## src/ffp_pkg.sv

```systemverilog
// ----------------------------------------------------------------------------
// ffp_pkg: shared types and constants for the three point frame builder
// Holds the queued request record, status records and column codes.
// ----------------------------------------------------------------------------
package ffp_pkg;

  localparam int QDEPTH = 2;
  localparam int QAW    = $clog2(QDEPTH);

  localparam logic [1:0] COL_X   = 2'd0;
  localparam logic [1:0] COL_Y   = 2'd1;
  localparam logic [1:0] COL_Z   = 2'd2;
  localparam logic [1:0] COL_ORG = 2'd3;

  localparam logic MODE_Z = 1'b1;

  localparam logic signed [17:0] UNIT_ONE = 18'sd65536;

  typedef struct packed {
    logic [2:0][31:0] org;
    logic [2:0][32:0] d1;
    logic [2:0][32:0] d2;
    logic             zmode;
  } job_t;

  typedef struct packed {
    logic done;
    logic zero;
  } norm_stat_t;

  typedef struct packed {
    logic full;
    logic valid;
  } q_stat_t;

endpackage

```

## src/ffp_queue.sv

```systemverilog
// ----------------------------------------------------------------------------
// ffp_queue: request queue between intake and execution
// A small first-in first-out buffer of prepared requests.
// ----------------------------------------------------------------------------
module ffp_queue import ffp_pkg::*; (
  input  logic    clk,
  input  logic    rst_n,
  input  logic    push,
  input  job_t    wr_job,
  input  logic    pop,
  output job_t    rd_job,
  output q_stat_t stat
);

  job_t           mem_r [QDEPTH];
  logic [QAW-1:0] wr_ptr_r;
  logic [QAW-1:0] rd_ptr_r;
  logic [QAW:0]   cnt_r;
  logic           do_push;
  logic           do_pop;

  assign stat.full  = (cnt_r == (QAW+1)'(QDEPTH));
  assign stat.valid = (cnt_r != '0);
  assign rd_job     = mem_r[rd_ptr_r];
  assign do_push    = push && !stat.full;
  assign do_pop     = pop && stat.valid;

  always_ff @(posedge clk) begin
    if (!rst_n) begin
      wr_ptr_r <= '0;
      rd_ptr_r <= '0;
      cnt_r    <= '0;
    end else begin
      if (do_push) begin
        mem_r[wr_ptr_r] <= wr_job;
        wr_ptr_r        <= wr_ptr_r + 1'b1;
      end
      if (do_pop) begin
        rd_ptr_r <= rd_ptr_r + 1'b1;
      end
      if (do_push && !do_pop) begin
        cnt_r <= cnt_r + 1'b1;
      end else if (do_pop && !do_push) begin
        cnt_r <= cnt_r - 1'b1;
      end
    end
  end

endmodule

```

## config.mk

```make
export PLATFORM = sky130hd
export DESIGN_NAME = ffp_queue
export DESIGN_NICKNAME = d
export VERILOG_FILES = /design/src/ffp_pkg.sv /design/src/ffp_queue.sv
export SDC_FILE = /design/constraint.sdc
export NUM_CORES = 1
export LEC_CHECK = 0
export ABC_CLOCK_PERIOD_IN_PS = 46500
export BUFFER_PORTS_ARGS = -buffer_cell sky130_fd_sc_hd__buf_2
export CAP_MARGIN = 20
export CORE_ASPECT_RATIO = 0.75
export CORE_MARGIN = 2
export CORE_UTILIZATION = 25
export DETAILED_ROUTE_END_ITERATION = 12
export SLEW_MARGIN = 10
export SYNTH_ARGS = -nofsm -noshare
export SYNTH_HDL_FRONTEND = slang
export SYNTH_SLANG_ARGS = --single-unit
```

## constraint.sdc

```tcl
create_clock -name clk -period 46.5 [get_ports clk]
set_input_delay 2.325 -clock clk [delete_from_list [all_inputs] [get_ports clk]]
set_output_delay 2.325 -clock clk [all_outputs]
set_load 0.1 [all_outputs]
```

## Word-level counts from Yosys, hierarchy flattened

Memories as Yosys holds them, arrays and structs flattened. A register that Yosys moved wholly into a read port is not among the register bits.
Index checks and enable logic that the tools add are counted.

- Add/sub/neg operators: 4
- Eq/ne operators: 1
- Multiplexer cells: 7
- Reductions and logical operators: 9

Operator list:

| cell | number |
|---|---|
| $mux 1 | 5 |
| $logic_and 1x1->1 | 4 |
| $mux 2 | 2 |
| $reduce_bool 2->1 | 2 |
| $logic_not 1->1 | 3 |
| $add 1x1->1 const B | 2 |
| $add 2x1->2 const B | 1 |
| $eq 2x2->1 const B | 1 |
| $sub 2x1->2 const B | 1 |

- Bits in registers: 4
- RAM bits: 590
- Output and inout port bits: 297
- Memories kept: 1

Memories:

| memory | depth | bits a word | rd ports | clocked after memory_dff | write ports | RTL line | text |
|---|---|---|---|---|---|---|---|
| mem_r | 2 | 295 | 1 | 1 | 1 | ffp_queue.sv:15 | `job_t mem_r [QDEPTH];` |

## Longest topological paths before layout

- Depth after elaboration: 7
- Mapped depth: 6
- Depth with buffers taken out: 6

## Worst setup path before layout

Ideal clock, no wire load.

- Path type: input to register
- Start point: input push
- End point: memory mem_r[0][0] (netlist bit) (enable)
- Setup time: 1.777 ns
- Arrival time: 32.363 ns
- Path slack: 12.361 ns
- Stages: 2
- Buffers on the path: 0
- Cell sequence: inv_1 -> nor4b_1

- Word-level cells in the longest chain between the ends: 4

RTL lines:

| element | RTL line | text |
|---|---|---|
| start, declared | ffp_queue.sv:8 | `input logic push,` |
| $logic_and 1x1->1 | ffp_queue.sv:25 | `assign do_push = push && !stat.full;` |
| $mux 1 | ffp_queue.sv:34 | `if (do_push) begin` |
| $mux 1 | ffp_queue.sv:29 | `if (!rst_n) begin` |
| $mux 1 (implied by the code) | ffp_queue.sv:35 | `mem_r[wr_ptr_r] <= wr_job;` |
| end, declared | ffp_queue.sv:15 |  |

No other way between the ends.

==> results.json <==
{
  "status": "finished, final reports clean",
  "synth_top_area_share_pct": 78.5,
  "fp-row-count": 95,
  "p_switching_mw": 0.849,
  "synth_compound_area_share_pct": 0.133,
  "placed_cells": 2730,
  "io_pins": 596,
  "grt_max_degree": 136,
  "synthXorXnorAreaFrac_pct": 0.116,
  "yosys.cell_count.top_type": "edfxtp_1",
  "grt_antenna_before_repair": 10,
  "power_frac_seq_pct": 34.0,
  "postCtsSetupBuffers": 0,
  "cts_made_buffers": 60,
  "max_cap_violations": 0,
  "clock_skew_ps": 16.9,
  "drtPass1Iterations": 4,
  "cp_data_required_time_ps": 44170,
  "postSynthAreaPerCell_um2": 23.9,
  "seq_area_frac_synth_pct": 79.0,
  "cp_slowest_stage_delay_ps": 840,
  "rsz0062_at_grt": "false",
  "p_leak_nw": 10.8,
  "areaGrowthSynthToFinish_pct": 27.4,
  "synth-seq-cells": 595,
  "fin_crit_sh_pct": 15.1,
  "hold_viol": 0,
  "ant_nets": 0,
  "core_area_mm2": 0.0895,
  "ys_top_cells_by_area": "edfxtp_1 79%, mux2_4 17%, mux2_2 2.2%",
  "initial_core_util_pct": 25.2,
  "drc": 0,
  "synthSimpleGateAreaFrac_pct": 0.288,
  "via_per_inst": 3.87,
  "crit_slowest_cell": "buf_4",
  "tightest_slew_ps": 1100,
  "finalSetupViolCount": 0,
  "arrival_ps": 4690,
  "path_clk_slew_ps": 60,
  "p_int_mw": 1.07,
  "multi_input_area_mm2": 0.00441,
  "grt_usage_pct": 9.87,
  "criticalPathCategory": "flop to output port",
  "register_area_mm2": 0.0178,
  "drv_slew": 0,
  "start_kind": "flop",
  "cpMostUsedCell": "buf_4",
  "cts.path.max_buffers": 3,
  "synth_cells": 943,
  "critical_path.cell_chain": "buf_4 > buf_4 > buf_4 > mux2_4 > buf_2",
  "synth-main-ff-cell": "edfxtp_1",
  "grt_overflow_total": 0,
  "grt_pass1_wl_um": 69300,
  "io_buffers": 595,
  "hpwl_um": 34000,
  "synthTopCellsByCount": "590 x edfxtp_1, 250 x mux2_4, 45 x mux2_2",
  "synth_cell_types": 20,
  "n_fill_cell": 8675,
  "clockPowerShare_pct": 24.0,
  "synth_mux_area_share_pct": 18.9,
  "setup_tns_ps": 0,
  "dieArea_mm2": 0.0927,
  "routed_wl_um": 48700,
  "htree_levels": 2,
  "drtIter0Drc": 482,
  "synth_top_family_by_area": "multiplexers",
  "combinationalPowerShare_pct": 42.0,
  "synth-adder-area-share_pct": 0.0555,
  "finalNonFillerCells": 2845,
  "max-slew-margin-rel_pct": 26.5,
  "vias": 11015,
  "crit_path_end_kind": "output port",
  "fmax_mhz": 143,
  "yosysWarnings": 0,
  "synth-edff-count": 590,
  "cts_resized": 0,
  "powerDensity_mw_per_mm2": 66.9,
  "ir_worst_vdd_mv": 0.0473,
  "cts_root_buf": "clkbuf_16",
  "fin_nets": 1880,
  "finalCriticalPeriod_ps": 7010,
  "die_w_um": 351,
  "clk_latency_ps": 610,
  "grt_pass1_vias": 11575,
  "fp.dieH_um": 264,
  "hp-class": "flop to flop",
  "tritoncts": "built",
  "syn-num-nets": 1243,
  "syn_area_mm2": 0.0226,
  "hold_buffers": 0,
  "place_congestion": 0.771,
  "drive_gt1_share_pct": 61.2,
  "ys_async_sr_fraction_pct": 0,
  "wl_per_cell_um": 17.1,
  "swShare_pct": 44.1,
  "cts_sinks": 595,
  "yosysTopAreaCell": "edfxtp_1",
  "critical_path.max_fanout": 52
}
==> critical path, delay by kind of cell, from the launching register on <==
family	cells	cell delay (ps)
buffers and inverters	4	2810
DFF	1	830
muxes	1	300
==> worst paths after layout <==
path                                       startpoint                     end  slack, ps  depth (start not counted)
worst max-delay path                             flop             rd_job[205]      39490                          5
worst min-delay path            cnt_r[1]$_SDFFE_PN0P_   cnt_r[1]$_SDFFE_PN0P_        510                          2
worst max register to register  cnt_r[0]$_SDFFE_PN0P_  mem_r[1][92]$_DFFE_PP_      43040                          5
worst min register to register  cnt_r[1]$_SDFFE_PN0P_   cnt_r[1]$_SDFFE_PN0P_        510                          2
==> power groups by stage <==
| stage | sequential (mW) | combinational [mW] | clock, mW |
|---|---|---|---|
| 3_3_place_gp | 0.664 | 0.810 | 0 |
| 4_1_cts | 0.655 | 0.815 | 0.480 |
| 5_1_grt | 0.658 | 0.829 | 0.500 |
| 2_1_floorplan | 0.693 | 0.723 | 0 |
| 6_report | 0.654 | 0.807 | 0.462 |
| 3_5_place_dp | 0.666 | 0.814 | 0 |
==> sequential cells by signal, summed over array words and instances (netlist names), named ones only <==
| register | cells |
|---|---|
| wr_ptr_r | 1 |
| cnt_r | 2 |
| mem_r | 590 |
| rd_ptr_r | 1 |
==> cells by family (layout without fill, tap and decap cells) <==
kind of cell / count (synthesis) / after routing
flops: 595 / 595
mux: 295 / 295
buf+inv: 34 / 719
simple gates: 10 / 10
compound gates: 5 / 5
xor+xnor: 3 / 3
fa+ha+maj: 1 / 1
other cells: 0 / 5
==> metrics by stage <==
step | instance area [um^2] | setup slack (ps) | util (%) | power (mW) | hold slack, ps
2_1_floorplan | 22600 | 12360 | - | 1.42 | 466
3_3_place_gp | 26800 | 40140 | 30.0 | 1.47 | 487
3_5_place_dp | 26800 | 40020 | 30.0 | 1.48 | 504
4_1_cts | 28700 | 39330 | 32.1 | 1.95 | 514
5_1_grt | 28700 | 39190 | 32.1 | 1.99 | 543
6_report | 28700 | 39490 | 32.1 | 1.92 | 511
==> cells in the final DEF, fill, tap and decap left out <==
master      Yosys  layout
xor2_1          1       1
mux2_4        250     250
o21ai_0         2       2
or2_2           1       1
clkinv_8        0       1
o21ai_1         1       1
nor2b_2         1       1
inv_8           0       1
clkbuf_1        0      10
ha_1            1       1
clkbuf_16       0      61
nor2_1          1       1
dfxtp_4         0       1
nor4b_2         0       1
clkinv_1        0      12
inv_6           0       3
inv_1           1       1
and3_4          0       1
bufinv_16       0       4
xnor2_1         2       2
and2_1          3       3
clkinv_2        0      11
clkinv_4        0       1
buf_4           0      12
edfxtp_1      590     590
or3_1           2       2
buf_12          0       1
clkinvlp_4      0       6
a21boi_1        2       2
diode_2         0       5
buf_2           4     595
dfxtp_1         5       4
mux2_2         45      45
==> metal layers <==
metal,GRT usage (%),wire length [um],vias to the layer above
met1,10.2,17500,5505
met5,0,24,-
met4,3.42,1240,4
met2,18.2,25900,362
met3,3.59,4030,77
li1,-,-,5067
==> final cells by class <==
type	instances	share of cell area, %
well taps	1212	5.28
diodes	5	0.0435
flip-flops and latches	595	62.0
repair buffers	608	10.7
clock buffers	71	5.44
clock inverters	39	1.14
inverters	1	0.0131
multi-input cells	314	15.3
(Power assumes the default switching activity.)
