**config.mk**
```make
export PLATFORM = sky130hd
export DESIGN_NAME = ffp_front_flat
export DESIGN_NICKNAME = d
export VERILOG_FILES = /design/src/ffp_pkg.sv /design/src/ffp_in_if.sv /design/src/ffp_front.sv /design/src/flat_wrapper.sv
export SDC_FILE = /design/constraint.sdc
export NUM_CORES = 1
export LEC_CHECK = 0
export ABC_AREA = 1
export BUFFER_PORTS_ARGS = -buffer_cell sky130_fd_sc_hd__buf_4
export CAP_MARGIN = 20
export CELL_PAD_IN_SITES_DETAIL_PLACEMENT = 1
export CELL_PAD_IN_SITES_GLOBAL_PLACEMENT = 1
export CORE_MARGIN = 2
export CORE_UTILIZATION = 40
export DETAILED_ROUTE_END_ITERATION = 7
export PLACE_DENSITY = 0.88
export SLEW_MARGIN = 25
export SYNTH_ARGS = -nofsm -noshare
export SYNTH_HDL_FRONTEND = slang
export SYNTH_SLANG_ARGS = --single-unit
```
**constraint.sdc**
```tcl
create_clock -name clk -period 24.3 [get_ports clk]
set_input_delay 3.645 -clock clk [delete_from_list [all_inputs] [get_ports clk]]
set_output_delay 3.645 -clock clk [all_outputs]
set_load 0.02 [all_outputs]
```
**src/ffp_pkg.sv**
```systemverilog
// ----------------------------------------------------------------------------
// ffp_pkg: shared types and constants for the three point frame builder
// Holds the queued request record, status records and column codes.
// ----------------------------------------------------------------------------
package ffp_pkg;

  localparam int QDEPTH = 2;
  localparam int QAW    = $clog2(QDEPTH);

  localparam logic [1:0] COL_X   = 2'd0;
  localparam logic [1:0] COL_Y   = 2'd1;
  localparam logic [1:0] COL_Z   = 2'd2;
  localparam logic [1:0] COL_ORG = 2'd3;

  localparam logic MODE_Z = 1'b1;

  localparam logic signed [17:0] UNIT_ONE = 18'sd65536;

  typedef struct packed {
    logic [2:0][31:0] org;
    logic [2:0][32:0] d1;
    logic [2:0][32:0] d2;
    logic             zmode;
  } job_t;

  typedef struct packed {
    logic done;
    logic zero;
  } norm_stat_t;

  typedef struct packed {
    logic full;
    logic valid;
  } q_stat_t;

endpackage

```
**src/ffp_in_if.sv**
```systemverilog
// ----------------------------------------------------------------------------
// ffp_in_if: request channel of the frame builder
// Carries the origin, the two further points and the mode bit.
// ----------------------------------------------------------------------------
interface ffp_in_if;
  logic               valid;
  logic               ready;
  logic signed [31:0] origin_x;
  logic signed [31:0] origin_y;
  logic signed [31:0] origin_z;
  logic signed [31:0] first_x;
  logic signed [31:0] first_y;
  logic signed [31:0] first_z;
  logic signed [31:0] second_x;
  logic signed [31:0] second_y;
  logic signed [31:0] second_z;
  logic               operation;

  modport source(output valid, origin_x, origin_y, origin_z, first_x, first_y, first_z,
                 second_x, second_y, second_z, operation, input ready);
  modport sink(input valid, origin_x, origin_y, origin_z, first_x, first_y, first_z,
               second_x, second_y, second_z, operation, output ready);
endinterface

```
**src/ffp_front.sv**
```systemverilog
// ----------------------------------------------------------------------------
// ffp_front: request intake
// Registers a request and forms the two direction vectors from the origin.
// ----------------------------------------------------------------------------
module ffp_front import ffp_pkg::*; (
  input  logic    clk,
  input  logic    rst_n,
  ffp_in_if.sink  in_ch,
  input  q_stat_t q_stat,
  output logic    q_push,
  output job_t    q_job
);

  logic v_r;
  job_t job_r;
  logic load;

  assign in_ch.ready = !v_r || !q_stat.full;
  assign load        = in_ch.valid && in_ch.ready;
  assign q_push      = v_r && !q_stat.full;
  assign q_job       = job_r;

  always_ff @(posedge clk) begin
    if (!rst_n) begin
      v_r <= 1'b0;
    end else begin
      if (load) begin
        v_r             <= 1'b1;
        job_r.org[0]    <= in_ch.origin_x;
        job_r.org[1]    <= in_ch.origin_y;
        job_r.org[2]    <= in_ch.origin_z;
        job_r.d1[0]     <= {in_ch.first_x[31], in_ch.first_x} -
                           {in_ch.origin_x[31], in_ch.origin_x};
        job_r.d1[1]     <= {in_ch.first_y[31], in_ch.first_y} -
                           {in_ch.origin_y[31], in_ch.origin_y};
        job_r.d1[2]     <= {in_ch.first_z[31], in_ch.first_z} -
                           {in_ch.origin_z[31], in_ch.origin_z};
        job_r.d2[0]     <= {in_ch.second_x[31], in_ch.second_x} -
                           {in_ch.origin_x[31], in_ch.origin_x};
        job_r.d2[1]     <= {in_ch.second_y[31], in_ch.second_y} -
                           {in_ch.origin_y[31], in_ch.origin_y};
        job_r.d2[2]     <= {in_ch.second_z[31], in_ch.second_z} -
                           {in_ch.origin_z[31], in_ch.origin_z};
        job_r.zmode     <= in_ch.operation;
      end else if (q_push) begin
        v_r <= 1'b0;
      end
    end
  end

endmodule

```
**src/flat_wrapper.sv**
```systemverilog
// flat-port wrapper written by rule: the top's interface ports become plain ports
module ffp_front_flat import ffp_pkg::*;
  (clk, rst_n, q_stat, q_push, q_job, in_ch_valid, in_ch_origin_x, in_ch_origin_y, in_ch_origin_z, in_ch_first_x, in_ch_first_y, in_ch_first_z, in_ch_second_x, in_ch_second_y, in_ch_second_z, in_ch_operation, in_ch_ready);
  ffp_in_if in_ch_i ();
  input  logic clk;
  input  logic rst_n;
  input  q_stat_t q_stat;
  output logic q_push;
  output job_t q_job;
  input wire logic [$bits(in_ch_i.valid)-1:0] in_ch_valid;
  input wire logic [$bits(in_ch_i.origin_x)-1:0] in_ch_origin_x;
  input wire logic [$bits(in_ch_i.origin_y)-1:0] in_ch_origin_y;
  input wire logic [$bits(in_ch_i.origin_z)-1:0] in_ch_origin_z;
  input wire logic [$bits(in_ch_i.first_x)-1:0] in_ch_first_x;
  input wire logic [$bits(in_ch_i.first_y)-1:0] in_ch_first_y;
  input wire logic [$bits(in_ch_i.first_z)-1:0] in_ch_first_z;
  input wire logic [$bits(in_ch_i.second_x)-1:0] in_ch_second_x;
  input wire logic [$bits(in_ch_i.second_y)-1:0] in_ch_second_y;
  input wire logic [$bits(in_ch_i.second_z)-1:0] in_ch_second_z;
  input wire logic [$bits(in_ch_i.operation)-1:0] in_ch_operation;
  output wire logic [$bits(in_ch_i.ready)-1:0] in_ch_ready;
  assign in_ch_i.valid = in_ch_valid;
  assign in_ch_i.origin_x = in_ch_origin_x;
  assign in_ch_i.origin_y = in_ch_origin_y;
  assign in_ch_i.origin_z = in_ch_origin_z;
  assign in_ch_i.first_x = in_ch_first_x;
  assign in_ch_i.first_y = in_ch_first_y;
  assign in_ch_i.first_z = in_ch_first_z;
  assign in_ch_i.second_x = in_ch_second_x;
  assign in_ch_i.second_y = in_ch_second_y;
  assign in_ch_i.second_z = in_ch_second_z;
  assign in_ch_i.operation = in_ch_operation;
  assign in_ch_ready = in_ch_i.ready;
  ffp_front u_core (.clk(clk), .rst_n(rst_n), .in_ch(in_ch_i), .q_stat(q_stat), .q_push(q_push), .q_job(q_job));
endmodule
```
== Word-level counts from Yosys, hierarchy flattened ==
Cells that the tools add are included.
Word-level totals
  input bits: 294
  bits in registers: 296
  word-level logic and storage cells: 26
Operators by class
  reduce and logical (&&, ||, !) cells: 7
  mux-type cells: 2
  add/sub/neg operators: 6
Operator list (number)
  subtractor 32 x 32 -> 33 bit: 6
  logical AND 1 bit: 2
  zero test 1 bit: 2
  two-way mux 1 bit: 2
  AND reduction 2 bit: 1
  nonzero test 2 bit: 1
  logical OR 1 bit: 1

== Logic depth before layout (Yosys ltp) ==
  depth after elaboration: 4
  mapped depth: 14
  gate-level depth less buffers: 14

== Least setup slack after synthesis ==
No wires, ideal clock.
  path kind: input port to flip-flop
  start point: in q_stat[1] (netlist bit)
  end point: reg u_core.job_r, in the netlist u_core.q_job[0] (enable)
  setup time: 0.957 ns
  slack: 7.181 ns
  cell stages on the path: 3
  required time: 23.343 ns
  arrival: 16.162 ns
  path through: nand2_1 > nand2_1 > nor2_1
On the way
  longest elaborated chain between the ends: 4
Ends and longest elaborated chain
  start: declaration: line flat_wrapper.sv:7  | input q_stat_t q_stat;
  zero test 1 bit: line ffp_front.sv:18  | assign in_ch.ready = !v_r || !q_stat.full;
  logical OR 1 bit: line ffp_front.sv:18
  logical AND 1 bit: line ffp_front.sv:19  | assign load = in_ch.valid && in_ch.ready;
  AND reduction 2 bit (no line)
  end: declaration: line ffp_front.sv:15  | job_t job_r;
No other way between the ends.
A chain may end at the register's enable or synchronous reset.

== Worst setup path after layout ==
  start point: in q_stat[1] (netlist bit)
  end point: out q_push
On the way
  longest elaborated chain between the ends: 2
Ends and longest elaborated chain
  zero test 1 bit: line ffp_front.sv:20  | assign q_push = v_r && !q_stat.full;
  logical AND 1 bit: line ffp_front.sv:20
  end: declaration: line flat_wrapper.sv:8  | output logic q_push;
No other way between the ends.

==> results.md <==
- Status: finished, final reports clean
- Max VDD drop: 50.7 uV
- Crit-path cells: buf_4 > nor2_1 > buf_4
- First-pass GRT wire length: about 140000 um
- CTS tree: built
- Min cycle time layout: 7.66 ns
- Fillers: between 7000 and 8000
- Worst endpoint data arrival time: 4.01 ns
- DIE AREA: 0.0620 mm^2
- CTS HTree Levels: 2
- Num rows: 89
- DR pass1 iterations: 5
- Residual DRC: 0
- Antenna Nets Post-Route: 0
- Skew final: 0.0142 ns
- GP Congestion: 0.958
- Routed len/inst: 18.9 um
- Hold Crit Class: register to register
- PostCTS Resize Cnt: 0
- Root Buffer: clkbuf_16
- Synthesized instance count: 3555
- Final wirelength: ~94000 um
- Cell area after synthesis: 0.0240 mm^2
- CTS sink count: 296
- Most frequent cell on the critical path: buf_4
- Worst slew margin: 0.328
- Pwr/cell area: 57.1 mW/mm^2
- Maxcap violations: 0
- Num CTS Buffers: 39
- Reg area: ~0.0089 mm^2
- Worst-Margin Slew: 1.01 ns
- Reg clk slew, reported paths: 0.05 ns
- Core area: 0.0591 mm^2
- Worst Hold Depth: 2
- Vias per inst: 4.92
- # IOs: between 500 and 600
- Pin count of the biggest net entering global routing: 75
- Worst-path maximum fanout: 2
- Clk_lat worst skew: 0.56 ns
- Synthesis-to-finish area growth: 27.6%
- Multi-input logic area: 0.0119 mm^2
- Final hold vios: 0
- GR Overflow Total: 0
- Initial antenna violation count: 6
- Slowest cell delay on critical path: ~0.15 ns
- Final Util: 0.518
- Setup-failing EPs final: 0
- PortBufs: 589
- Crit start category: primary input
- Period utilisation layout: 0.315
- Leakage power: 17.8 nW
- Fin. max-slew vios: 0
- Yosys cell types: 22
- Peak Freq: about 130 MHz
- Die Y: 249 um
- Yosys warns: 0
- Critical Path RT: 20.65 ns
- Initial Util: 0.406
- Vias in the first global route: roughly 26000
- Setup bufs post-CTS: 0
- # hold bufs at CTS: 0
- Maximum clock insertion buffer count: 3
- Share of cells above drive strength 1: 0.165
- Synthesized flop and latch total: 296
- Avg Cell Area, Syn: 6.75 um^2
- CP Capture Type: primary output
- NumNets Final: 4677
- Setup_tns: 0 ns
- Post-DP HPWL: about 78000 um
- RSZ-0062 raised after global routing: no
- Tot GR Track Use: 0.298
- Sequential fraction of the synthesis area: 0.370
- Crit-path slowest cell: buf_4
- Via count: about 25000
- R2R depth: 5
- Starting DRT DRC Count: 1274
- Critical path class: primary input to primary output
- Die W: 249 um
- Net Count, Synth: 4047
## critical path: cells and delay by family
family	cells	cell delay, ns
simple gates	1	0.11
buf+inv	2	0.26
## metal layers
metal,wire [um],GRT usage
met5,13,0
met4,3620,0.110
met3,5550,0.0567
met2,46000,0.524
met1,39300,0.361
## kinds of logic (layout without fill, tap and decap cells)
logic type                 Yosys count  count (layout)  synth area share
adders and majority gates          198             198             0.105
buffers and inverters              862            1519             0.135
xor gates and xnor gates            90              90            0.0329
DFF                                296             296             0.370
AOI/OAI and AO/OA                  137             137            0.0305
other                                0               5                 0
and+or+nand+nor                   1972            1972             0.326
## state kept, by name, indices dropped and copies added, names as in the netlist
register and cells:
u_core.q_job 295, u_core.v_r 1
## cell type report
cell class / instances / area share
Antenna cell: 5 / 0.000409
Clock buffer: 45 / 0.0326
Clock inverter: 23 / 0.00687
Inverter: 858 / 0.105
Multi-Input combinational cell: 2397 / 0.388
Sequential cell: 296 / 0.290
Tap cell: 773 / 0.0316
Timing Repair Buffer: 593 / 0.145
## path summary, 6_finish.rpt
kind,slack (ns),to,start
worst max-delay path,16.64,q_push,q_stat[1]
worst min-delay path,0.55,u_core.v_r,u_core.v_r
worst max register to register,20.87,u_core.q_job[105],u_core.v_r
worst min register to register,0.55,u_core.v_r,u_core.v_r
## through the flow
stage	total power, W	area [um^2]	cells	setup WS, ns	hold WS, ns
finish	0.00175	30600	4990	16.64	0.547
global route	0.00183	30600	4990	16.61	0.592
CTS	0.00175	30600	4985	16.64	0.552
detailed placement	0.00117	29400	4917	16.64	0.524
global placement	0.00115	29400	4917	16.66	0.500
floorplan	0.000972	24000	3555	7.18	0.616
## placed cells by master (no fill, tap or decap)
master,count
nand2_1,1493
inv_1,858
buf_4,593
edfxtp_1,295
nor2_1,248
ha_1,192
nand3_1,133
a21oi_1,121
xor2_1,77
clkbuf_16,39
nand2_2,34
nand4_1,24
xnor2_1,13
and2_1,12
nor3_1,12
clkinv_1,9
clkinv_2,8
or2_1,7
nand3_2,7
a21o_1,6
o21bai_1,6
fa_1,6
clkbuf_1,6
diode_2,5
a21oi_2,4
bufinv_16,4
nor2_2,1
nor2_4,1
inv_6,1
clkinvlp_4,1
dfxtp_1,1
## report_power, final
group | internal [W] | switching [W]
Combinational | 0.000191 | 0.000353
Clock | 0.000335 | 0.000242
Sequential | 0.000616 | 0.0000121
Total | 0.00114 | 0.000607
## synthesized netlist by cell type
| library cell | instances | share of area |
|---|---|---|
| nand3_2 | 7 | 0.0029 |
| or2_1 | 7 | 0.0018 |
| ha_1 | 192 | 0.10 |
| fa_1 | 6 | 0.0050 |
| nand2_2 | 34 | 0.0089 |
| a21oi_2 | 4 | 0.0015 |
| edfxtp_1 | 295 | 0.37 |
| dfxtp_1 | 1 | 0.00083 |
| nand4_1 | 24 | 0.0063 |
| buf_4 | 4 | 0.0013 |
| a21o_1 | 6 | 0.0019 |
| nor2_1 | 249 | 0.039 |
| xor2_1 | 77 | 0.028 |
| xnor2_1 | 13 | 0.0047 |
| o21bai_1 | 6 | 0.0019 |
| and2_1 | 12 | 0.0031 |
| inv_1 | 858 | 0.13 |
| nor2_2 | 1 | 0.00026 |
| nand3_1 | 133 | 0.028 |
| nand2_1 | 1493 | 0.23 |
| nor3_1 | 12 | 0.0025 |
| a21oi_1 | 121 | 0.025 |
Note: power is estimated with default switching activity, not from simulation.
