File: config.mk
export PLATFORM = sky130hd
export DESIGN_NAME = ffp_norm
export DESIGN_NICKNAME = d
export VERILOG_FILES = /design/src/ffp_pkg.sv /design/src/ffp_norm.sv
export SDC_FILE = /design/constraint.sdc
export NUM_CORES = 2
export LEC_CHECK = 0
export CAP_MARGIN = 15
export CORE_MARGIN = 2
export CORE_UTILIZATION = 65
export CTS_BUF_LIST = sky130_fd_sc_hd__clkbuf_16
export CTS_CLUSTER_DIAMETER = 100
export DETAILED_ROUTE_END_ITERATION = 7
export DONT_BUFFER_PORTS = 1
export GPL_TIMING_DRIVEN = 0
export HOLD_SLACK_MARGIN = 0.06
export PLACE_DENSITY = 0.81
export SLEW_MARGIN = 15
export SYNTH_ARGS = -nofsm -noshare
export SYNTH_HDL_FRONTEND = slang
export SYNTH_SLANG_ARGS = --single-unit
export TNS_END_PERCENT = 30
File: constraint.sdc
create_clock -name clk -period 18.5 [get_ports clk]
set_input_delay 2.775 -clock clk [delete_from_list [all_inputs] [get_ports clk]]
set_output_delay 2.775 -clock clk [all_outputs]
set_load 0.005 [all_outputs]
File: src/ffp_pkg.sv
// ----------------------------------------------------------------------------
// ffp_pkg: shared types and constants for the three point frame builder
// Holds the queued request record, status records and column codes.
// ----------------------------------------------------------------------------
package ffp_pkg;

  localparam int QDEPTH = 2;
  localparam int QAW    = $clog2(QDEPTH);

  localparam logic [1:0] COL_X   = 2'd0;
  localparam logic [1:0] COL_Y   = 2'd1;
  localparam logic [1:0] COL_Z   = 2'd2;
  localparam logic [1:0] COL_ORG = 2'd3;

  localparam logic MODE_Z = 1'b1;

  localparam logic signed [17:0] UNIT_ONE = 18'sd65536;

  typedef struct packed {
    logic [2:0][31:0] org;
    logic [2:0][32:0] d1;
    logic [2:0][32:0] d2;
    logic             zmode;
  } job_t;

  typedef struct packed {
    logic done;
    logic zero;
  } norm_stat_t;

  typedef struct packed {
    logic full;
    logic valid;
  } q_stat_t;

endpackage

File: src/ffp_norm.sv
// ----------------------------------------------------------------------------
// ffp_norm: shared vector normalization unit
// Scales a vector into range, takes its length by a bit-serial square root
// and divides each component by it with three serial dividers.
// ----------------------------------------------------------------------------
module ffp_norm import ffp_pkg::*; (
  input  logic             clk,
  input  logic             rst_n,
  input  logic             start,
  input  logic [2:0][35:0] vec,
  output norm_stat_t       stat,
  output logic [2:0][17:0] unit
);

  typedef enum logic [2:0] {
    N_IDLE, N_SHIFT, N_SQ, N_ROOT, N_DINIT, N_DIV
  } nstate_t;

  nstate_t          state_r;
  logic [2:0][34:0] mag_r;
  logic [2:0]       neg_r;
  logic [4:0]       cnt_r;
  logic [59:0]      prod_r;
  logic [61:0]      acc_r;
  logic [61:0]      s_r;
  logic [62:0]      root_r;
  logic [62:0]      bit_r;
  logic [2:0][30:0] rem_r;
  logic [2:0][16:0] lo_r;
  logic [2:0][16:0] q_r;
  logic [2:0][17:0] unit_r;
  logic             done_r;
  logic             zero_r;

  logic [2:0][34:0] mag_in;
  logic [34:0]      m;
  logic [29:0]      sq_op;
  logic [63:0]      root_sum;
  logic [30:0]      len;
  logic [2:0][46:0] num;
  logic [2:0][31:0] trial;

  assign stat.done = done_r;
  assign stat.zero = zero_r;
  assign unit      = unit_r;
  assign len       = root_r[30:0];

  always_comb begin
    for (int i = 0; i < 3; i++) begin
      mag_in[i] = vec[i][35] ? 35'(-$signed(vec[i])) : vec[i][34:0];
      num[i]    = {1'b0, mag_r[i][29:0], 16'b0} + 47'(len[30:1]);
      trial[i]  = {rem_r[i], lo_r[i][16]};
    end
    m = mag_r[0];
    if (mag_r[1] > m) m = mag_r[1];
    if (mag_r[2] > m) m = mag_r[2];
    case (cnt_r[1:0])
      2'd0:    sq_op = mag_r[0][29:0];
      2'd1:    sq_op = mag_r[1][29:0];
      default: sq_op = mag_r[2][29:0];
    endcase
    root_sum = {1'b0, root_r} + {1'b0, bit_r};
  end

  always_ff @(posedge clk) begin
    if (!rst_n) begin
      state_r <= N_IDLE;
      done_r  <= 1'b0;
      zero_r  <= 1'b0;
    end else begin
      unique case (state_r)
        N_IDLE: begin
          done_r <= start && (mag_in == '0);
          if (start) begin
            for (int i = 0; i < 3; i++) begin
              mag_r[i] <= mag_in[i];
              neg_r[i] <= vec[i][35];
            end
            if (mag_in == '0) begin
              unit_r <= '0;
              zero_r <= 1'b1;
            end else begin
              zero_r  <= 1'b0;
              state_r <= N_SHIFT;
            end
          end
        end
        N_SHIFT: begin
          cnt_r <= '0;
          acc_r <= '0;
          if (m[34]) begin
            for (int i = 0; i < 3; i++) mag_r[i] <= mag_r[i] >> 4;
          end else if (m[33:30] != '0) begin
            for (int i = 0; i < 3; i++) mag_r[i] <= mag_r[i] >> 1;
          end else if (m[29:25] == '0) begin
            for (int i = 0; i < 3; i++) mag_r[i] <= mag_r[i] << 4;
          end else if (!m[29]) begin
            for (int i = 0; i < 3; i++) mag_r[i] <= mag_r[i] << 1;
          end else begin
            state_r <= N_SQ;
          end
        end
        N_SQ: begin
          prod_r <= sq_op * sq_op;
          if (cnt_r != '0) acc_r <= acc_r + 62'(prod_r);
          cnt_r <= cnt_r + 1'b1;
          if (cnt_r == 5'd3) begin
            s_r     <= acc_r + 62'(prod_r);
            root_r  <= '0;
            bit_r   <= 63'd1 << 62;
            cnt_r   <= '0;
            state_r <= N_ROOT;
          end
        end
        N_ROOT: begin
          if ({2'b0, s_r} >= root_sum) begin
            s_r    <= 62'({2'b0, s_r} - root_sum);
            root_r <= (root_r >> 1) + bit_r;
          end else begin
            root_r <= root_r >> 1;
          end
          bit_r <= bit_r >> 2;
          cnt_r <= cnt_r + 1'b1;
          if (cnt_r == 5'd31) state_r <= N_DINIT;
        end
        N_DINIT: begin
          for (int i = 0; i < 3; i++) begin
            rem_r[i] <= {1'b0, num[i][46:17]};
            lo_r[i]  <= num[i][16:0];
          end
          cnt_r   <= '0;
          state_r <= N_DIV;
        end
        N_DIV: begin
          for (int i = 0; i < 3; i++) begin
            if (trial[i] >= {1'b0, len}) begin
              rem_r[i] <= 31'(trial[i] - {1'b0, len});
              q_r[i]   <= {q_r[i][15:0], 1'b1};
            end else begin
              rem_r[i] <= trial[i][30:0];
              q_r[i]   <= {q_r[i][15:0], 1'b0};
            end
            lo_r[i] <= lo_r[i] << 1;
          end
          cnt_r <= cnt_r + 1'b1;
          if (cnt_r == 5'd17) begin
            for (int i = 0; i < 3; i++) begin
              unit_r[i] <= neg_r[i] ? 18'(-$signed({1'b0, q_r[i]})) : {1'b0, q_r[i]};
            end
            done_r  <= 1'b1;
            state_r <= N_IDLE;
          end
        end
        default: state_r <= N_IDLE;
      endcase
    end
  end

endmodule

Word-level counts from Yosys, hierarchy flattened
Cells that the tools add are included.

Add/subtract/negate cells: 17. $mul: 1. Order comparisons: 6. Equality and inequality tests: 22. Muxes and demuxes: 52. Reductions and logical operators: 28.

Operators by type and width (number): 105-bit two-way mux (5); 63-bit case mux with 2 select lines (2); 62-bit case mux with 2 select lines (2); 105-bit case mux with 2 select lines (1); 63-bit two-way mux (3); 62-bit two-way mux (3); 93-bit case mux with 2 select lines (1); 35-bit two-way mux (5); 54-bit two-way mux (3); 46-bit by 30-bit adder with 47-bit output (3); 54-bit case mux with 2 select lines (1); 105-bit zero test (1); 35-bit negation (3); 51-bit case mux with 2 select lines (1); 32-bit by 31-bit greater-or-equal comparator with 1-bit output (3); 31-bit two-way mux (3); 31-bit subtractor (3); 35-bit > comparator (2); 63-bit by 63-bit adder with 64-bit output (1); 62-bit by 64-bit greater-or-equal comparator with 1-bit output (1); 62-bit by 63-bit adder with 63-bit output (1); 62-bit by 60-bit adder with 62-bit output (1); 62-bit subtractor (1); 30-bit by 30-bit multiplier with 60-bit output (1); 32 further kinds (75).

Register bits after elaboration: 677. Bits of input ports: 111. Logic and storage cells: 151.

Longest topological paths before layout
Depth after elaboration: 9. Mapped depth: 38. Depth with buffers taken out: 35.

Worst setup path after synthesis
Ideal clock, no wire load.

Kind: register -> register. From: register mag_r[26] (netlist name). To: register mag_r[0] (netlist name) (enable). Setup time: 0.757 ns. Arrival time: 13.944 ns. Required time: 17.743 ns. Setup slack: 3.798 ns. Cell stages (with the launch flop): 26. Buffers on the path: 5. Period minus slack after synthesis: 14.702 ns. Cell sequence: edfxtp_1 > clkbuf_1 > inv_1 > ha_1 > a21oi_1 > o221ai_1 > a221oi_1 > o221ai_1 > a21oi_1 > nand2b_1 > clkbuf_1 > buf_1 > buf_1 > mux2i_1 > ha_1 > a21o_1 > a21o_1 > a21oi_1 > nor4_1 > nor4_1 > o21ai_0 > o21ai_1 > mux2i_1 > nor2_1 > clkbuf_1 > a311oi_1.

Word-level cells in the longest chain between the ends: 7.

RTL lines: start: declaration (RTL line ffp_norm.sv:20) `logic [2:0][34:0] mag_r;`; start signal: indexed assignment (RTL line ffp_norm.sv:76) `mag_r[i] <= mag_in[i];`; 35-bit > comparator (RTL line ffp_norm.sv:55) `if (mag_r[1] > m) m = mag_r[1];`; 35-bit two-way mux * (RTL line ffp_norm.sv:55); 35-bit > comparator (RTL line ffp_norm.sv:56) `if (mag_r[2] > m) m = mag_r[2];`; 35-bit two-way mux * (RTL line ffp_norm.sv:56); 5-bit zero test / 4-bit nonzero test (equally long branches) (RTL line ffp_norm.sv:95, ffp_norm.sv:93); 5-bit != test (no line) *; 4-bit AND reduction (no line) *.

Mark *: on every way between the ends. The rest lies on a longest branch, timed or not. A chain may end at the register's enable or synchronous reset.

Final worst setup path
From: register cnt_r[0]. To: register prod_r[58] (data pin).

Word-level cells in the longest chain between the ends: 3.

RTL lines: start: declaration (RTL line ffp_norm.sv:22) `logic [4:0] cnt_r;`; start signal: assignment (RTL line ffp_norm.sv:106) `cnt_r <= cnt_r + 1'b1;`; start signal: assignment (RTL line ffp_norm.sv:123) `cnt_r <= cnt_r + 1'b1;`; start signal: assignment (RTL line ffp_norm.sv:145) `cnt_r <= cnt_r + 1'b1;`; 2-bit by 1-bit == test with 1-bit output / 2-bit zero test (equally long branches) (RTL line ffp_norm.sv:57) `case (cnt_r[1:0])`; 30-bit case mux with 2 select lines * (RTL line ffp_norm.sv:57); 30-bit by 30-bit multiplier with 60-bit output * (RTL line ffp_norm.sv:104) `prod_r <= sq_op * sq_op;`; end signal: assignment (RTL line ffp_norm.sv:104); end: declaration (RTL line ffp_norm.sv:23) `logic [59:0] prod_r;`.

Marked as above.

==> key figures <==
Critical path
  – CP required: 18.82 ns
  – Crit path kind: reg2reg
  – Most used cell, CP: fa_1
  – Reg-to-Reg Start: cnt_r[0]
  – CP max-delay cell: clkbuf_1
  – WP buf/inv: 9
  – Crit path launch type: flop
  – Arrival time worst endpoint: 11.87 ns
  – Worst-path maximum fanout: 10
  – Crit end category: flop
  – Peak per-stage delay on the critical path: 0.87 ns
  – First element of the critical path: cnt_r[0]
  – Delay-heaviest family, CP: adder cells

Clocking
  – Worst-Skew Late Latency: 0.69 ns
  – Clk root buf: clkbuf_16
  – Hold-fix buffers, CTS: 0
  – Clock Path Buffers: 3
  – CTS Sinks: 613
  – CTS tree: built
  – Number of gates resized after CTS: 0
  – Clock transition at path regs: 0.07 ns
  – CTS Buf Count: 71
  – Post-CTS Setup Bufs: 0
  – # H-tree levels: 3

Logic synthesis
  – Sequential share of the synthesized area: 0.239
  – Post-synth cell types: 100
  – Top FF cell, synth: edfxtp_1
  – Post-Syn Nets: 9936
  – Post-synth EDFFs: roughly 610
  – Yosys Warn Count: 0
  – Register bit count reported by yosys: between 600 and 700
  – Async set or reset register ratio after synthesis: 0
  – Syn avg cell area: roughly 9.1 um^2
  – Synth Instances: roughly 8500
  – Post-Syn Area: 76900 um^2

GRT
  – Total track usage: 0.441
  – Initial antenna violation count: 14
  – Vias in the first global route: 65831
  – First-pass GRT wire length: between 400000 and 500000 um
  – Grt ovf: 0
  – Pin count of the biggest net entering global routing: 35

STA
  – Post-route clock period utilization: 0.624
  – RSZ-0062 raised after global routing: no
  – Fmax achieved: roughly 87 MHz
  – Minimum clock period after layout: roughly 12 ns
  – Final hold vios: 0
  – Setup Viol. Count Final: 0
  – Slew Limit Fails: 0
  – Slew HR: 0.0987
  – TNS Setup: 0 ns
  – Worst slew pin tran: 1.35 ns
  – Final Skew: 0.0862 ns

Drt
  – Met3 routed WL: 38600 um
  – Met2 routed WL: 111000 um
  – DRC violations left: 33
  – Vias: 67973
  – Routed Wire Length: 270000 um
  – Max layer used: met5
  – Antenna viol nets, final: 0
  – Iteration-0 DRC Markers: 9270
  – DR vias/cell: 6.69
  – M1 WL: 103000 um
  – DR WL/cell: 26.6 um
  – Pre-antenna DRT Iters: 8

Die
  – Core ar.: 118000 um^2
  – Die area: 121000 um^2
  – I/O pin count: 167
  – Core Rows: 126
  – Die Y: 348 um
  – Starting Density: 0.653
  – Die W: 348 um

Place
  – PortBufs: 0
  – Detailed Place HPWL: 213000 um
  – Post-DP Area: 79400 um^2
  – Placer Congestion: 1.07
  – Placed Cells incl. Taps: 10024

Final layout
  – Final Non-Filler Cells: 10164
  – Layout area overhead: 6.40%
  – Final #Nets: 10045
  – Final instance area: just over 80000 um^2
  – Layout cells sized above 1: 0.0367
  – Final core utilization: 0.695

Hold path
  – Min-delay worst type: reg2reg
  – Hold Crit Start: q_r[28]

Run
  – Total of max-cap violations: 0

Run status
  – Status: complete, but fails checks
  – Violated checks: DRC
-- cell families after synthesis --
family          share of synthesized area
flops                               0.239
compound gates                      0.165
fa+ha+maj                           0.293
xor+xnor                           0.0637
buf+inv                            0.0742
mux                                0.0282
simple gates                        0.138
-- cell type report --
| cell class | count | area [um^2] |
|---|---|---|
| Multi-Input combinational cell | 6345 | 52900 |
| Fill cell | 9413 | 35900 |
| Sequential cell | 613 | 18400 |
| Inverter | 1116 | 4190 |
| Tap cell | 1536 | 1920 |
| Clock buffer | 71 | 1780 |
| Buffer | 379 | 1520 |
| Clock inverter | 58 | 589 |
| Timing Repair Buffer | 36 | 503 |
| Antenna cell | 10 | 25.0 |
-- cell usage after synthesis (16+ instances only) --
master / n / share of area
buf_1: 43 / 0.0021
inv_1: 1102 / 0.054
and4_1: 23 / 0.0026
o21bai_1: 57 / 0.0056
a211oi_1: 113 / 0.011
mux2i_1: 156 / 0.020
o31ai_1: 64 / 0.0062
and3_1: 85 / 0.0069
a22oi_1: 22 / 0.0021
o22ai_1: 40 / 0.0033
nand3_1: 107 / 0.0070
a41oi_1: 16 / 0.0018
or3_1: 60 / 0.0049
or4_1: 26 / 0.0025
o21a_1: 42 / 0.0041
nand4_1: 105 / 0.0085
fa_1: 713 / 0.19
ha_1: 659 / 0.11
a21boi_0: 19 / 0.0019
nor2_1: 734 / 0.036
nor2b_1: 83 / 0.0068
nor4_1: 38 / 0.0031
or2_2: 22 / 0.0018
o21ai_0: 394 / 0.026
o221ai_1: 23 / 0.0026
nand2b_1: 61 / 0.0050
and2_1: 35 / 0.0028
edfxtp_1: 608 / 0.24
mux2_2: 54 / 0.0079
a222oi_1: 41 / 0.0053
a22o_1: 32 / 0.0036
a21o_1: 255 / 0.025
xor2_1: 263 / 0.030
a31o_2: 27 / 0.0031
a31oi_1: 113 / 0.0092
clkbuf_1: 321 / 0.016
a21oi_1: 484 / 0.032
nand2_1: 701 / 0.034
nor3_1: 114 / 0.0074
o211ai_1: 35 / 0.0034
a221oi_1: 28 / 0.0032
and3b_1: 23 / 0.0026
xnor2_1: 296 / 0.034
-- stage by stage --
stage                     hold slack (ns)  worst slack [ns]
final                               0.490              6.95
after global routing                0.487              6.70
after floorplan                     0.426              3.80
after CTS                           0.485              7.11
after detailed placement            0.469              7.26
after global placement              0.432             -3.50
-- state kept, by name (all words and copies together) (netlist names) --
register	cells
state_r	3
zero_r	1
rem_r	93
unit	54
acc_r	62
neg_r	3
cnt_r	5
s_r	62
mag_r	105
lo_r	19
root_r	63
done_r	1
bit_r	32
q_r	51
prod_r	59
-- final timing paths --
kind                 to  slack, ns  depth (start not counted)
min             q_r[29]       0.49                          0
min reg2reg     q_r[29]       0.49                          0
max          prod_r[58]       6.95                         32
max reg2reg  prod_r[58]       6.95                         32
-- worst reg2reg max path, delay by kind of cell (launching register included) --
| kind | cells | cell delay (ns) |
|---|---|---|
| AO/OA/AOI/OAI | 7 | 1.70 |
| adder cells (fa/ha/maj) | 10 | 4.84 |
| buffers and inverters | 9 | 2.68 |
| flip-flops | 1 | 0.47 |
| AND/OR/NAND/NOR | 6 | 1.51 |
-- cell usage in the layout, fill, tap and decap left out, types with 27 or more instances in the layout --
cell type  count
nand2_1      701
clkbuf_16     71
xnor2_1      296
nor3_1       114
inv_1       1109
xor2_1       263
nand3_1      107
a211oi_1     113
ha_1         659
mux2_2        54
a21oi_1      478
a221oi_1      28
nand2b_1      61
edfxtp_1     608
o21ai_0      394
mux2i_1      156
a22o_1        32
buf_1         43
a21o_1       255
and2_1        35
a222oi_1      41
o21a_1        42
fa_1         713
nor2_1       730
and3_1        85
o21bai_1      57
nor4_1        37
or3_1         60
clkbuf_1     321
a31o_2        27
o22ai_1       40
o31ai_1       64
o211ai_1      35
a31oi_1      113
nand4_1      105
nor2b_1       83
-- layer usage --
| layer | GRT usage | up-vias |
|---|---|---|
| li1 | - | 29637 |
| met1 | 0.596 | 32562 |
| met2 | 0.639 | 4716 |
| met3 | 0.138 | 1046 |
| met4 | 0.227 | 12 |
| met5 | 0.00480 | - |
Power is left out: the tool's default activity adds up to more than one toggle a clock period on the data nets, which glitch-free logic cannot reach.
