`src/ffp_pkg.sv`:
```
// ----------------------------------------------------------------------------
// ffp_pkg: shared types and constants for the three point frame builder
// Holds the queued request record, status records and column codes.
// ----------------------------------------------------------------------------
package ffp_pkg;

  localparam int QDEPTH = 2;
  localparam int QAW    = $clog2(QDEPTH);

  localparam logic [1:0] COL_X   = 2'd0;
  localparam logic [1:0] COL_Y   = 2'd1;
  localparam logic [1:0] COL_Z   = 2'd2;
  localparam logic [1:0] COL_ORG = 2'd3;

  localparam logic MODE_Z = 1'b1;

  localparam logic signed [17:0] UNIT_ONE = 18'sd65536;

  typedef struct packed {
    logic [2:0][31:0] org;
    logic [2:0][32:0] d1;
    logic [2:0][32:0] d2;
    logic             zmode;
  } job_t;

  typedef struct packed {
    logic done;
    logic zero;
  } norm_stat_t;

  typedef struct packed {
    logic full;
    logic valid;
  } q_stat_t;

endpackage

```
`src/ffp_out_if.sv`:
```
// ----------------------------------------------------------------------------
// ffp_out_if: result channel of the frame builder
// Carries one matrix column per transfer, four columns per request.
// ----------------------------------------------------------------------------
interface ffp_out_if;
  logic               valid;
  logic               ready;
  logic [1:0]         column;
  logic signed [31:0] comp_x;
  logic signed [31:0] comp_y;
  logic signed [31:0] comp_z;
  logic               last;
  logic               degenerate;

  modport source(output valid, column, comp_x, comp_y, comp_z, last, degenerate,
                 input ready);
  modport sink(input valid, column, comp_x, comp_y, comp_z, last, degenerate,
               output ready);
endinterface

```
`src/ffp_back.sv`:
```
// ----------------------------------------------------------------------------
// ffp_back: frame execution sequencer
// Runs four normalizations and two cross products per request and emits
// the four matrix columns through a registered output stage.
// ----------------------------------------------------------------------------
module ffp_back import ffp_pkg::*; (
  input  logic             clk,
  input  logic             rst_n,
  input  q_stat_t          q_stat,
  input  job_t             q_job,
  output logic             q_pop,
  output logic             norm_start,
  output logic [2:0][35:0] norm_vec,
  input  norm_stat_t       norm_stat,
  input  logic [2:0][17:0] norm_unit,
  ffp_out_if.source        out_ch
);

  typedef enum logic [2:0] {
    B_IDLE, B_N1, B_N2, B_X1, B_N3, B_X2, B_N4, B_EMIT
  } bstate_t;

  bstate_t          state_r;
  job_t             job_r;
  logic             issued_r;
  logic             bad_r;
  logic [2:0][17:0] ax_r;
  logic [2:0][17:0] ay_r;
  logic [2:0][17:0] az_r;
  logic [2:0][17:0] dn_r;
  logic [2:0][35:0] tmp_r;
  logic [35:0]      acc_r;
  logic [35:0]      prod_r;
  logic [2:0]       step_r;
  logic [1:0]       col_r;
  logic             out_v_r;
  logic [1:0]       out_col_r;
  logic [31:0]      out_x_r;
  logic [31:0]      out_y_r;
  logic [31:0]      out_z_r;
  logic             out_last_r;
  logic             out_bad_r;

  logic             in_norm;
  logic [2:0][17:0] opa;
  logic [2:0][17:0] opb;
  logic [17:0]      fa;
  logic [17:0]      fb;
  logic [2:0]       cstep;
  logic [2:0][17:0] colv;
  logic             out_free;

  assign out_ch.valid      = out_v_r;
  assign out_ch.column     = out_col_r;
  assign out_ch.comp_x     = out_x_r;
  assign out_ch.comp_y     = out_y_r;
  assign out_ch.comp_z     = out_z_r;
  assign out_ch.last       = out_last_r;
  assign out_ch.degenerate = out_bad_r;
  assign out_free          = !out_v_r || out_ch.ready;

  assign q_pop      = (state_r == B_IDLE) && q_stat.valid;
  assign in_norm    = (state_r == B_N1) || (state_r == B_N2) ||
                      (state_r == B_N3) || (state_r == B_N4);
  assign norm_start = in_norm && !issued_r;
  assign cstep      = step_r - 1'b1;

  always_comb begin
    unique case (state_r)
      B_N1:    for (int i = 0; i < 3; i++) norm_vec[i] = 36'($signed(job_r.d1[i]));
      B_N2:    for (int i = 0; i < 3; i++) norm_vec[i] = 36'($signed(job_r.d2[i]));
      default: norm_vec = tmp_r;
    endcase
    if (state_r == B_X1) begin
      opa = (job_r.zmode == MODE_Z) ? dn_r : ax_r;
      opb = (job_r.zmode == MODE_Z) ? ax_r : dn_r;
    end else begin
      opa = (job_r.zmode == MODE_Z) ? ax_r : az_r;
      opb = (job_r.zmode == MODE_Z) ? ay_r : ax_r;
    end
    case (step_r)
      3'd0:    begin fa = opa[1]; fb = opb[2]; end
      3'd1:    begin fa = opa[2]; fb = opb[1]; end
      3'd2:    begin fa = opa[2]; fb = opb[0]; end
      3'd3:    begin fa = opa[0]; fb = opb[2]; end
      3'd4:    begin fa = opa[0]; fb = opb[1]; end
      default: begin fa = opa[1]; fb = opb[0]; end
    endcase
    case (col_r)
      COL_X:   colv = ax_r;
      COL_Y:   colv = ay_r;
      default: colv = az_r;
    endcase
  end

  always_ff @(posedge clk) begin
    if (!rst_n) begin
      state_r  <= B_IDLE;
      issued_r <= 1'b0;
      out_v_r  <= 1'b0;
    end else begin
      if ((state_r == B_EMIT) && out_free) out_v_r <= 1'b1;
      else if (out_ch.ready) out_v_r <= 1'b0;
      if (norm_start) issued_r <= 1'b1;
      unique case (state_r)
        B_IDLE: begin
          if (q_stat.valid) begin
            job_r   <= q_job;
            bad_r   <= 1'b0;
            state_r <= B_N1;
          end
        end
        B_N1, B_N2, B_N3, B_N4: begin
          if (issued_r && norm_stat.done) begin
            issued_r <= 1'b0;
            bad_r    <= bad_r | norm_stat.zero;
            step_r   <= '0;
            unique case (state_r)
              B_N1: begin
                ax_r    <= norm_unit;
                state_r <= B_N2;
              end
              B_N2: begin
                dn_r    <= norm_unit;
                state_r <= B_X1;
              end
              B_N3: begin
                if (job_r.zmode == MODE_Z) ay_r <= norm_unit;
                else az_r <= norm_unit;
                state_r <= B_X2;
              end
              default: begin
                if (job_r.zmode == MODE_Z) az_r <= norm_unit;
                else ay_r <= norm_unit;
                col_r   <= COL_X;
                state_r <= B_EMIT;
              end
            endcase
          end
        end
        B_X1, B_X2: begin
          prod_r <= $signed(fa) * $signed(fb);
          step_r <= step_r + 1'b1;
          if (step_r != '0) begin
            if (!cstep[0]) acc_r <= prod_r;
            else tmp_r[cstep[2:1]] <= acc_r - prod_r;
          end
          if (step_r == 3'd6) begin
            state_r <= (state_r == B_X1) ? B_N3 : B_N4;
          end
        end
        B_EMIT: begin
          if (out_free) begin
            out_col_r  <= col_r;
            out_last_r <= (col_r == COL_ORG);
            out_bad_r  <= bad_r;
            if (col_r == COL_ORG) begin
              out_x_r <= job_r.org[0];
              out_y_r <= job_r.org[1];
              out_z_r <= job_r.org[2];
              state_r <= B_IDLE;
            end else begin
              out_x_r <= 32'($signed(colv[0]));
              out_y_r <= 32'($signed(colv[1]));
              out_z_r <= 32'($signed(colv[2]));
            end
            col_r <= col_r + 1'b1;
          end
        end
        default: state_r <= B_IDLE;
      endcase
    end
  end

endmodule

```
`src/flat_wrapper.sv`:
```
// flat-port wrapper written by rule: the top's interface ports become plain ports
module ffp_back_flat import ffp_pkg::*;
  (clk, rst_n, q_stat, q_job, q_pop, norm_start, norm_vec, norm_stat, norm_unit, out_ch_valid, out_ch_column, out_ch_comp_x, out_ch_comp_y, out_ch_comp_z, out_ch_last, out_ch_degenerate, out_ch_ready);
  ffp_out_if out_ch_i ();
  input  logic clk;
  input  logic rst_n;
  input  q_stat_t q_stat;
  input  job_t q_job;
  output logic q_pop;
  output logic norm_start;
  output logic [2:0][35:0] norm_vec;
  input  norm_stat_t norm_stat;
  input  logic [2:0][17:0] norm_unit;
  output wire logic [$bits(out_ch_i.valid)-1:0] out_ch_valid;
  output wire logic [$bits(out_ch_i.column)-1:0] out_ch_column;
  output wire logic [$bits(out_ch_i.comp_x)-1:0] out_ch_comp_x;
  output wire logic [$bits(out_ch_i.comp_y)-1:0] out_ch_comp_y;
  output wire logic [$bits(out_ch_i.comp_z)-1:0] out_ch_comp_z;
  output wire logic [$bits(out_ch_i.last)-1:0] out_ch_last;
  output wire logic [$bits(out_ch_i.degenerate)-1:0] out_ch_degenerate;
  input wire logic [$bits(out_ch_i.ready)-1:0] out_ch_ready;
  assign out_ch_valid = out_ch_i.valid;
  assign out_ch_column = out_ch_i.column;
  assign out_ch_comp_x = out_ch_i.comp_x;
  assign out_ch_comp_y = out_ch_i.comp_y;
  assign out_ch_comp_z = out_ch_i.comp_z;
  assign out_ch_last = out_ch_i.last;
  assign out_ch_degenerate = out_ch_i.degenerate;
  assign out_ch_i.ready = out_ch_ready;
  ffp_back u_core (.clk(clk), .rst_n(rst_n), .q_stat(q_stat), .q_job(q_job), .q_pop(q_pop), .norm_start(norm_start), .norm_vec(norm_vec), .norm_stat(norm_stat), .norm_unit(norm_unit), .out_ch(out_ch_i));
endmodule
```
`config.mk`:
```
export PLATFORM = sky130hd
export DESIGN_NAME = ffp_back_flat
export DESIGN_NICKNAME = d
export VERILOG_FILES = /design/src/ffp_pkg.sv /design/src/ffp_out_if.sv /design/src/ffp_back.sv /design/src/flat_wrapper.sv
export SDC_FILE = /design/constraint.sdc
export NUM_CORES = 2
export LEC_CHECK = 0
export BUFFER_PORTS_ARGS = -buffer_cell sky130_fd_sc_hd__buf_2
export CORE_MARGIN = 2
export CORE_UTILIZATION = 50
export DETAILED_ROUTE_END_ITERATION = 6
export PLACE_DENSITY = 0.72
export SLEW_MARGIN = 15
export SYNTH_ARGS = -nofsm -noshare
export SYNTH_HDL_FRONTEND = slang
export SYNTH_SLANG_ARGS = --single-unit
```
`constraint.sdc`:
```
create_clock -name clk -period 57.5 [get_ports clk]
set_input_delay 0 -clock clk [delete_from_list [all_inputs] [get_ports clk]]
set_output_delay 0 -clock clk [all_outputs]
set_load 0.05 [all_outputs]
```
Yosys cells after proc, flatten, opt, wreduce, memory -nomap -nowiden

Index checks and enable logic that the tools add are counted.

Reductions and logical operators: 41
$add $sub $neg: 4
Bitwise gates (word level): 3
Multiplexer cells: 42
Multipliers: 1
Equal/unequal tests: 23
Magnitude comparators: 2

Operator list:

| kind                 | count |
|---|---|
| $mux W54             | 8 |
| $pmux W54 S2         | 3 |
| $pmux W108 S2        | 1 |
| $bwmux W108          | 1 |
| $mux W32             | 3 |
| $demux W36 S2        | 1 |
| $pmux W18 S2         | 2 |
| $mul A18 B18 Y36     | 1 |
| $mux W36             | 1 |
| $sub A36 B36 Y36     | 1 |
| $reduce_and A4 Y1    | 5 |
| $eq A3 B3 Y1 const B | 6 |
| $mux W3              | 6 |
| $eq A3 B2 Y1 const B | 4 |
| $pmux W3 S4          | 1 |
| $reduce_and A6 Y1    | 2 |
| $reduce_or A2 Y1     | 6 |
| $ne A2 B2 Y1 const B | 5 |
| $reduce_and A5 Y1    | 2 |
| $reduce_bool A2 Y1   | 5 |
| $pmux W3 S3          | 1 |
| $reduce_and A3 Y1    | 3 |
| $mux W2              | 4 |
| $ne A2 B1 Y1 const B | 4 |
| other kinds (23)     | 40 |

Word-level logic and storage cells: 155
Input port bits: 356
Output and inout bits: 211
Flip-flop bits (word level): 802

Depth between registers and ports, before layout

Depth in word-level cells: 8
Mapped depth: 35
Gate-level depth less buffers: 31

Worst setup path before layout

No wires, ideal clock.

Path type: register to register
Start: register u_core.state_r[2]
End: register u_core.job_r[0] (netlist bit) (enable)
Setup slack: 35,362 ps
Arrival: 20,824 ps
Buffers on the path: 1
Clock period less this slack: 22,138 ps
Library setup time: 1,314 ps
Required time: 56,186 ps
Cell stages (with the launch flop): 5
Cell sequence: dfxtp_1 clkbuf_1 nor2_1 nand2_1 nor3_1

Cells in the longest elaborated chain, start to end: 2

Ends and longest elaborated chain:

| item                        | line            | source |
|---|---|---|
| from (decl)                 | ffp_back.sv:23  | `bstate_t state_r;` |
| from (signal assigned)      | ffp_back.sv:149 | `state_r <= (state_r == B_X1) ? B_N3 : B_N4;` |
| $logic_not A3 Y1            | ffp_back.sv:105 | `unique case (state_r)` |
| $reduce_and A3 Y1 (no line) | -               |  |
| to (signal assigned)        | ffp_back.sv:108 | `job_r <= q_job;` |
| to (decl)                   | ffp_back.sv:24  | `job_t job_r;` |

No other way between the ends.
A chain may end at the register's enable or synchronous reset.

Worst setup path after layout

Start: register u_core.state_r[1]
End: register u_core.prod_r[35], data pin

Cells in the longest elaborated chain, start to end: 4
Elaborated cells on any way between the ends: 6
Classes of those cells: 1 x mul; 1 x eq/ne; 4 x mux

Ends and longest elaborated chain:

| item                 | line            | source |
|---|---|---|
| $eq A3 B2 Y1 *       | ffp_back.sv:74  | `if (state_r == B_X1) begin` |
| $mux W54             | ffp_back.sv:74  |  |
| $pmux W18 S2         | ffp_back.sv:81  | `case (step_r)` |
| $mul A18 B18 Y36 *   | ffp_back.sv:142 | `prod_r <= $signed(fa) * $signed(fb);` |
| to (signal assigned) | ffp_back.sv:142 |  |
| to (decl)            | ffp_back.sv:33  | `logic [35:0] prod_r;` |

Mark *: on every way between the ends. The rest lies on a longest branch, timed or not.

==> metrics.txt <==
status completed; Worst path top cell family by delay adder cells; cell count along the critical path 31; port bufs about 570; antenna viol nets, final 0; multi-input logic area 19000 sq um; Sw Share 0.374; Placed Instances 5399; total gr overflow 0; max-cap violations 0; largest cells by area after synthesis edfxtp_1, fa_1, inv_1; WL final 131 mm; Final min period 10.02 ns; WP buf/inv 8; final std cells w/o fill approximately 5900; combinational share of power 0.475; number of H-tree levels 3; number of synthesized flops with an enable pin approximately 800; most common cell in the netlist edfxtp_1; Seq pwr share 0.302; Root Buffer clkbuf_16; WL per Instance 22.2 um; Mapped Area approximately 46000 sq um; Worst Path Class, Setup reg2reg; Seq. cell area ~24000 sq um; gr usage total 0.280; vias in the first global route 34888; async set-reset flop share out of synthesis 0; internal power 1.49 mW; clock buffer depth 3; worst endpoint required time ~58 ns; Pwr per Cell Area 42.6 nW/um^2; Clock Pin Slew Worst Setup and Hold Paths 0.07 ns; routed via count roughly 34000; die width approximately 310 um; CTS tree done; DR pass1 iterations 5; post-CTS sizing 0; Area Growth Syn to Fin 22.7%; final-report hold violation count 0; Adder-Cell Fraction of Synth Area 0.183; Max Fclk 99.8 MHz; Clock Sinks between 800 and 900; Yosys warning count 0; Reg2Reg Depth 31; final core area utilization 0.621; data arrival time of the worst path roughly 10 ns; largest net degree at the start of global routing approximately 210; setup repair after global routing missed its margin no; LEAKAGE 23.2 nW; final layout net count ~5500; DP HPWL 86.5 mm; GPL Wtd Cong 0.886; first-pass GRT wire length about 200 mm; Max IR drop VDD 86.5 uV; Die H 306 um; io pins between 500 and 600; number of synthesized register bits 802; hold depth 2; largest family of logic cells by synthesized area adder cells; CTS Hold Bufs 360; CP Capture Type flip-flop; Core Box Area 90100 sq um; Synth Area in Compound Gates 0.125; Avg Synthesized Cell Area approximately 12 sq um; worst skew pair latency around 0.67 ns; Starting Density 0.506; row count 110; Primary FF master, synth edfxtp_1; TritonCTS buffer count 85; DIE AREA 93600 sq um; Detailed Route Iter0 Violations 3908; Final setup viols 0; crit-path most repeated cell inv_1; Max Slew Vio Count 0; Yosys top cell area share 0.525; xor and xnor area share after synthesis 0.0144; initial antenna violation count 10; Power Total 2.38 mW; relative slew slack 0.238; post-route setup slack 47.48 ns; CP max FO 64; fill count ~6700; Simple-Gate Fraction of Synth Area 0.0853; Post-CTS Repair Setup Buffers 0; sequential fraction of the synthesis area 0.527; Post-Syn Instances approximately 3800; skew final 0.0532 ns; multiplexer share of the synthesized area 0.00637; Synthesized Nets around 4600; post-synth cell types 72; Setup WS pre-CTS 47.55 ns; Worst path slowest cell dfxtp_1; Switching Power 0.891 mW; layout cells sized above 1 0.175; clock power share 0.223; fin crit share 0.174; crit-path max cell delay roughly 0.76 ns; CP Launch Type flip-flop; largest area contributor in the netlist edfxtp_1; DR vias/cell 5.72; top post-synthesis cells by count edfxtp_1, inv_1, nand2_1, fa_1, nor2_1; HP Class in2reg; Least-Margin Pin Slew 1.14 ns; setup TNS 0 ns; # DRC 0
==> worst register-to-register path, delay by kind of cell, from the launching register on <==
family	cells	cell delay (ns)
AND/OR/NAND/NOR	4	1.03
adder cells (fa/ha/maj)	7	3.07
buffers and inverters	8	1.77
AO/OA/AOI/OAI	11	2.95
XOR/XNOR	1	0.27
flip-flops	1	0.76
==> cells by family after synthesis <==
group                    after synthesis
flip-flops                           802
AND/OR/NAND/NOR                      895
buffers and inverters                676
XOR/XNOR                              75
AO/OA/AOI/OAI                        838
multiplexers                          28
adder cells (fa/ha/maj)              467
==> per-layer routing <==
| layer | global-route usage | up-vias | part of all wire | wire length (um) |
|---|---|---|---|---|
| li1 | - | 14924 | - | - |
| met4 | 0.134 | 2 | 0.049 | 6490 |
| met2 | 0.469 | 1873 | 0.49 | 63800 |
| met1 | 0.348 | 16623 | 0.37 | 48400 |
| met3 | 0.0563 | 441 | 0.095 | 12500 |
| met5 | 0 | - | 0.000084 | 11 |
==> through the flow <==
stage	area [sq um]	hold WS, ns
4_1_cts	55900	0.00150
3_3_place_gp	49600	0.176
6_report	55900	0.0336
5_1_grt	55900	0.0190
2_1_floorplan	45600	0.0989
3_5_place_dp	49600	0.178
==> layout by cell type (no fill, tap or decap), drive strengths merged, types with 48 or more instances in the layout <==
| cell | synthesis | final |
|---|---|---|
| a22oi | 102 | 102 |
| inv | 492 | 496 |
| o21ai | 171 | 171 |
| nand2 | 443 | 443 |
| and2 | 48 | 48 |
| clkbuf | 112 | 100 |
| buf | 72 | 626 |
| xnor2 | 58 | 58 |
| nor2 | 234 | 234 |
| a211oi | 74 | 74 |
| a22o | 51 | 51 |
| a21oi | 222 | 222 |
| fa | 330 | 330 |
| ha | 137 | 137 |
| a21o | 75 | 75 |
| dlygate4sd3 | 0 | 360 |
| edfxtp | 797 | 797 |
==> flip-flops by register name, summed over array words and instances, names as in the netlist, 2 cells and up <==
| register | count |
|---|---|
| u_core.job_r | 295 |
| u_core.tmp_r | 108 |
| u_core.ax_r | 54 |
| u_core.ay_r | 54 |
| u_core.az_r | 54 |
| u_core.dn_r | 54 |
| u_core.acc_r | 36 |
| u_core.prod_r | 36 |
| u_core.out_ch.comp_x | 32 |
| u_core.out_ch.comp_y | 32 |
| u_core.out_ch.comp_z | 32 |
| u_core.state_r | 3 |
| u_core.step_r | 3 |
| u_core.col_r | 2 |
| u_core.out_ch.column | 2 |
==> power groups by stage <==
stage / Sequential (mW) / Clock, mW / Combinational, mW
after global routing: 0.720 / 0.560 / 1.30
after floorplan: 0.738 / 0 / 0.841
after global placement: 0.731 / 0 / 1.09
after detailed placement: 0.731 / 0 / 1.12
after CTS: 0.719 / 0.534 / 1.14
final: 0.720 / 0.532 / 1.13
==> worst paths after layout <==
| check | startpoint | end | slack [ns] |
|---|---|---|---|
| setup / recovery | u_core.state_r[1] | u_core.prod_r[35] | 47.48 |
| hold / removal | q_job[26] | u_core.job_r[26] | 0.03 |
| setup reg to reg | u_core.state_r[1] | u_core.prod_r[35] | 47.48 |
| hold reg to reg | u_core.prod_r[7] | u_core.acc_r[7] | 0.42 |
==> area by class of cell <==
class,instances,share of cell area
diodes,10,0.000447
clock buffers,100,0.0390
clock inverters,53,0.00917
inverters,492,0.0330
multi-input cells,2303,0.339
flip-flops and latches,802,0.430
well taps,1176,0.0263
repair buffers,986,0.123
(Power assumes the default switching activity.)
